==> src/sv/vector3_normalize_top_defines.svh <==
// ---------------------------------------------------------------------------
// vector3_normalize_top_defines
// Assertion macros shared by the normalize block.
// ---------------------------------------------------------------------------
`ifndef VECTOR3_NORMALIZE_TOP_DEFINES_SVH
`define VECTOR3_NORMALIZE_TOP_DEFINES_SVH

// same-cycle implication
`define VN_ASSERT_IMP(lbl, ante, cons, msg) \
	lbl: assert property (@(posedge clk) disable iff (!arst_n) (ante) |-> (cons)) \
		else $error(msg);

// next-cycle implication
`define VN_ASSERT_NXT(lbl, ante, cons, msg) \
	lbl: assert property (@(posedge clk) disable iff (!arst_n) (ante) |=> (cons)) \
		else $error(msg);

`endif

==> src/sv/vn_pkg.sv <==
// ---------------------------------------------------------------------------
// vn_pkg
// Widths and stage record for the vector normalize pipeline.
// ---------------------------------------------------------------------------
package vn_pkg;

	localparam int CW   = 16;            // component width
	localparam int FB   = 15;            // fraction bits
	localparam int Q_W  = FB + 1;        // quotient / output width
	localparam int SQ_W = 2 * CW;        // one square
	localparam int S_W  = 2 * CW + 2;    // sum of three squares
	localparam int R_W  = SQ_W + 2 * FB; // remainder width
	localparam int P_W  = S_W + Q_W;     // running q*S
	localparam int T_W  = S_W + 2 * FB + 4;
	localparam int BI_W = $clog2(Q_W);

	typedef struct packed {
		logic                     zero;
		logic [2:0]               neg;
		logic [S_W-1:0]           s;
		logic [2:0][R_W-1:0]      d;
		logic [2:0][P_W-1:0]      p;
		logic [2:0][Q_W-1:0]      q;
	} vn_stage_t;

endpackage

==> src/sv/vn_prep.sv <==
// ---------------------------------------------------------------------------
// vn_prep
// Magnitudes, squares and sum of squares over three stages.
// ---------------------------------------------------------------------------
module vn_prep import vn_pkg::*; (
	input  logic                  clk,
	input  logic                  arst_n,
	input  logic                  en,
	input  logic                  vld_in,
	input  logic signed [CW-1:0]  comp_x,
	input  logic signed [CW-1:0]  comp_y,
	input  logic signed [CW-1:0]  comp_z,
	output logic                  vld_out,
	output vn_stage_t             st_out
);

	logic [2:0][CW-1:0]   mag_s1;
	logic [2:0]           neg_s1, neg_s2;
	logic [2:0][SQ_W-1:0] sq_s2;
	logic                 vld_s1, vld_s2, vld_s3;
	vn_stage_t            st_s3;
	logic [2:0][CW-1:0]   raw;
	logic [S_W-1:0]       sum;

	assign raw = {comp_z, comp_y, comp_x};
	assign sum = S_W'(sq_s2[0]) + S_W'(sq_s2[1]) + S_W'(sq_s2[2]);

	always_ff @(posedge clk or negedge arst_n) begin
		if (!arst_n) begin
			vld_s1 <= 1'b0;
			vld_s2 <= 1'b0;
			vld_s3 <= 1'b0;
		end else if (en) begin
			vld_s1 <= vld_in;
			vld_s2 <= vld_s1;
			vld_s3 <= vld_s2;
		end
	end

	always_ff @(posedge clk) begin
		if (en) begin
			for (int i = 0; i < 3; i++) begin
				neg_s1[i] <= raw[i][CW-1];
				mag_s1[i] <= raw[i][CW-1] ? (~raw[i] + CW'(1)) : raw[i];
				sq_s2[i]  <= SQ_W'(mag_s1[i]) * SQ_W'(mag_s1[i]);
				st_s3.d[i] <= {sq_s2[i], (2 * FB)'(0)};
				st_s3.p[i] <= '0;
				st_s3.q[i] <= '0;
			end
			neg_s2     <= neg_s1;
			st_s3.neg  <= neg_s2;
			st_s3.s    <= sum;
			st_s3.zero <= (sum == '0);
		end
	end

	assign vld_out = vld_s3;
	assign st_out  = st_s3;

endmodule

==> config.mk <==
export PLATFORM = sky130hd
export DESIGN_NAME = vn_prep
export DESIGN_NICKNAME = d
export VERILOG_FILES = /design/src/sv/vector3_normalize_top_defines.svh /design/src/sv/vn_pkg.sv /design/src/sv/vn_prep.sv
export SDC_FILE = /design/constraint.sdc
export NUM_CORES = 2
export LEC_CHECK = 0
export BUFFER_PORTS_ARGS = -buffer_cell sky130_fd_sc_hd__buf_4
export CAP_MARGIN = 20
export CORE_UTILIZATION = 35
export CTS_CLUSTER_SIZE = 16
export DETAILED_ROUTE_END_ITERATION = 16
export PLACE_DENSITY = 0.58
export SKIP_LAST_GASP = 1
export SYNTH_ARGS = -nofsm -noshare
export SYNTH_HDL_FRONTEND = slang
export SYNTH_SLANG_ARGS = --single-unit
==> constraint.sdc <==
create_clock -name clk -period 10.9 [get_ports clk]
set_clock_uncertainty 0.2 [all_clocks]
set_input_delay 0.545 -clock clk [delete_from_list [all_inputs] [get_ports clk]]
set_output_delay 0.545 -clock clk [all_outputs]
set_load 0.01 [all_outputs]
[Word-level counts from Yosys, hierarchy flattened]
Index checks and enable logic that the tools add are counted.
Storage, ports and cells
  output and inout bits: 423
  input bits: 52
  word-level logic and storage cells: 35
  register bits: 287
Operators by class
  muxes and demuxes: 3
  bitwise gates (word level): 3
  add/sub/neg operators: 5
  multiply operators: 3
  reduce and logical (&&, ||, !) cells: 1
Operators by type and width (count)
  16-bit by 16-bit multiplier with 32-bit output: 3
  16-bit by 1-bit adder with 16-bit output (second input constant): 3
  16-bit inverter: 3
  15-bit 2-to-1 mux: 3
  33-bit by 32-bit adder with 34-bit output: 1
  34-bit zero test: 1
  32-bit by 32-bit adder with 33-bit output: 1

[Depth between registers and ports, before layout]
  depth after elaboration: 3
  mapped depth: 26
  depth with buffers taken out: 25

[Worst setup path before layout]
OpenSTA, ideal clock, no wires.
  path type: flip-flop to flip-flop
  start point: register mag_s1[14] in the netlist's numbering
  end point: register sq_s2[28] in the netlist's numbering, data pin
  required time: 10.441 ns
  buffers on the path: 2
  library setup time: 0.259 ns
  stages on the path, launching flop included: 24
  data arrival time: 6.406 ns
  period minus slack after synthesis: 6.865 ns
  path slack: 4.035 ns
  path through: edfxtp_1 > clkbuf_1 > clkbuf_1 > nand2_1 > fa_1 > fa_1 > inv_1 > fa_1 > fa_1 > fa_1 > inv_1 > fa_1 > inv_1 > ha_1 > a21oi_1 > o221ai_1 > or4_1 > nor2_1 > nor4b_1 > o311a_1 > o41ai_1 > o21bai_1 > a21oi_1 > xnor2_1
On the way
  word-level cells in the longest chain between the ends: 1
Ends and longest elaborated chain
  start: declaration: line vn_prep.sv:17  | logic [2:0][CW-1:0] mag_s1;
  start signal: indexed assignment: line vn_prep.sv:44  | mag_s1[i] <= raw[i][CW-1] ? (~raw[i] + CW'(1)) : raw[i];
  16-bit by 16-bit multiplier with 32-bit output: line vn_prep.sv:45  | sq_s2[i] <= SQ_W'(mag_s1[i]) * SQ_W'(mag_s1[i]);
  end signal: indexed assignment: line vn_prep.sv:45
  end: declaration: line vn_prep.sv:19  | logic [2:0][SQ_W-1:0] sq_s2;
Every way passes these cells.
A chain may end at the register's enable or synchronous reset.

[Final worst setup path]
  start point: register mag_s1[9] in the netlist's numbering
  end point: register sq_s2[28] in the netlist's numbering, data pin
Same word-level chain as after synthesis.

==> impl_metrics.json <==
{
  "start_util_pct": 35.57,
  "setup_viol": 0,
  "dp_hpwl_um": 65080,
  "htree_levels": 2,
  "worstSkewPairLatency_ns": 0.58,
  "syn_area_per_cell_sq_um": 10.26,
  "fmax_ghz": 0.1318,
  "startpoint_type": "flop",
  "ioPinCount": 475,
  "numCtsBuffers": 38,
  "row_count": 115,
  "fp.dieW_um": 319.2,
  "arrival_ns": 7.72,
  "rr_worst_depth": 25,
  "ant_nets": 0,
  "routed_via_density": 4.558,
  "synth_compound_area_share_pct": 6.015,
  "antennaDiodeCount": 0,
  "cts_max_path_buffers": 3,
  "drc_errors": 0,
  "synth_edf_count": 278,
  "worstPathRequired_ns": 11.03,
  "path_max_fanout": 17,
  "mostFrequentLayoutCells": "783 x inv_1, 519 x fa_1, 333 x ha_1",
  "async_flop_share_pct": 1.068,
  "syn_inst": 3433,
  "drtIter0Drc": 1298,
  "grt_pass1_wl_um": 125800,
  "yosysUniqueCellTypes": 68,
  "design.core.area_sq_um": 98990,
  "die-height_um": 319.2,
  "firstDrtPassIters": 7,
  "yosys.area.top_type": "fa_1",
  "clock-sinks": 281,
  "max_cap_viol_count": 0,
  "dr_total_vias": 22404,
  "critical_path.max_stage_delay_ns": 0.80,
  "cts_tree": "yes",
  "post-route-min-period_ns": 7.588,
  "gr-total-overflow": 0,
  "gp_congestion": 0.8875,
  "synth_adder_area_share_pct": 41.34,
  "synth_top_family_by_area": "adder cells",
  "grt_pass1_vias": 23094,
  "critPathSlowestCell": "edfxtp_1",
  "grt_start_max_net_pins": 186,
  "path_class": "flop to flop",
  "relSlewSlack_pct": 28.65,
  "wl_per_cell_um": 15.95,
  "port-buffer-count": 183,
  "hold_path_depth": 2,
  "cts_resized": 0,
  "track_usage_pct": 15.76,
  "rrSetupSlack_ns": 3.31,
  "synth.area.mux_share_pct": 0.2238,
  "synth-simple-area-share_pct": 8.904,
  "drive_above_1_share_pct": 7.773,
  "synth-xor-area-share_pct": 4.328,
  "cts_root_buf": "clkbuf_16",
  "end_kind": "flop",
  "syn_to_final_growth_pct": 8.549,
  "yosysWarnings": 0,
  "synth_seq_area_share_pct": 23.92,
  "hp-class": "input port to flop",
  "tightest_slew_ns": 1.070,
  "synth_top_flop_cell": "edfxtp_1",
  "final_net_count": 4503,
  "synth_area_leaders": "fa_1 30%, edfxtp_1 24%, ha_1 12%",
  "hold_viol_final": 0,
  "synth_area_sq_um": 35220,
  "final_max_slew_viol_count": 0,
  "yosysTopAreaCellShare_pct": 29.50,
  "ys_ff_latch": 281,
  "wl_um": 78400,
  "die_area_sq_um": 101900,
  "antenna_found_initial": 10,
  "period_share_pct": 69.61,
  "path_clk_slew_ns": 0.06,
  "rsz0062_at_grt": "false",
  "fin_setup_tns_ns": 0,
  "cts_setup_buffers": 0,
  "status": "finished clean",
  "final_common_cell": "inv_1"
}
[layer usage]
metal  global-route usage, %  vias up  part of all wire [%]
met5                       0        -                     0
met4                   4.274        0                   2.7
met3                   2.318       98                   5.4
met2                   25.21      653                    47
met1                   22.17    11169                    45
li1                        -    10484                     -
[Yosys cell counts, types with 13 or more instances]
cell type and count:
o31ai_1 14, nand3_1 22, xnor2_1 131, or3_1 14
buf_4 291, a21o_1 42, nor3_1 21, a21oi_1 93
o21ai_0 63, edfxtp_1 278, o211ai_1 14, nor2b_1 17
nor2_1 102, nand2b_1 20, inv_1 783, nand2_1 279
o21a_1 15, fa_1 519, o21bai_1 13, ha_1 333
and2_1 124, xor2_1 43, clkbuf_1 67
[cell families (layout without fill, tap and decap cells)]
kind of cell | count (synthesis) | count (layout)
multiplexers | 7 | 7
flip-flops | 281 | 281
other | 1 | 294
adder cells (fa/ha/maj) | 852 | 852
XOR/XNOR | 174 | 174
AND/OR/NAND/NOR | 653 | 653
AO/OA/AOI/OAI | 324 | 324
buffers and inverters | 1141 | 1043
[state kept, by name, indices dropped and copies added (netlist names)]
register,cells
mag_s1,48
neg_s1,3
neg_s2,3
sq_s2,93
st_out,131
vld_out,1
vld_s1,1
vld_s2,1
[per-stage QoR]
step	cell area [sq um]	cells	setup WS, ns	hold slack (ns)	utilization, %
2_1_floorplan	36310	3726	4.035	0.04941	-
3_3_place_gp	36910	4841	3.451	0.1366	37.28
3_5_place_dp	36910	4841	3.285	0.1358	37.28
4_1_cts	38230	4915	3.303	0.03394	38.61
5_1_grt	38230	4915	2.815	0.05418	38.61
6_report	38230	4915	3.312	0.06942	38.61
[layout make-up]
type / instances / area (sq um)
Sequential cell: 281 / 8423
Clock inverter: 24 / 271.5
Clock buffer: 45 / 998.5
Timing Repair Buffer: 191 / 1466
Tap cell: 1287 / 1610
Multi-Input combinational cell: 2304 / 22520
Fill cell: 9796 / 60770
Inverter: 783 / 2939
[path summary, 6_finish.rpt]
check | end | start
setup / recovery | sq_s2[28] | mag_s1[9]
hold / removal | mag_s1[47] | comp_z[14]
setup reg to reg | sq_s2[28] | mag_s1[9]
hold reg to reg | neg_s2[0] | neg_s1[0]
max in group asynchronous | vld_s1 | arst_n
min in group asynchronous | vld_out | arst_n
[what timing repair did]
| item | CTS | global route |
|---|---|---|
| hold buffers | 5 | 0 |
| endpoints found under the hold margin | 7 | 0 |
| setup endpoints to repair | 0 | 0 |
[critical path: cells and delay by family (launching register included)]
kind	cells	cell delay (ns)
buf+inv	7	0.49
compound gates	6	1.58
flops	1	0.80
fa+ha+maj	7	3.23
xor+xnor	1	0.08
simple gates	4	0.98
Power is not shown: default switching activity piles up to over one toggle a cycle in this logic, so the estimate is an artifact.
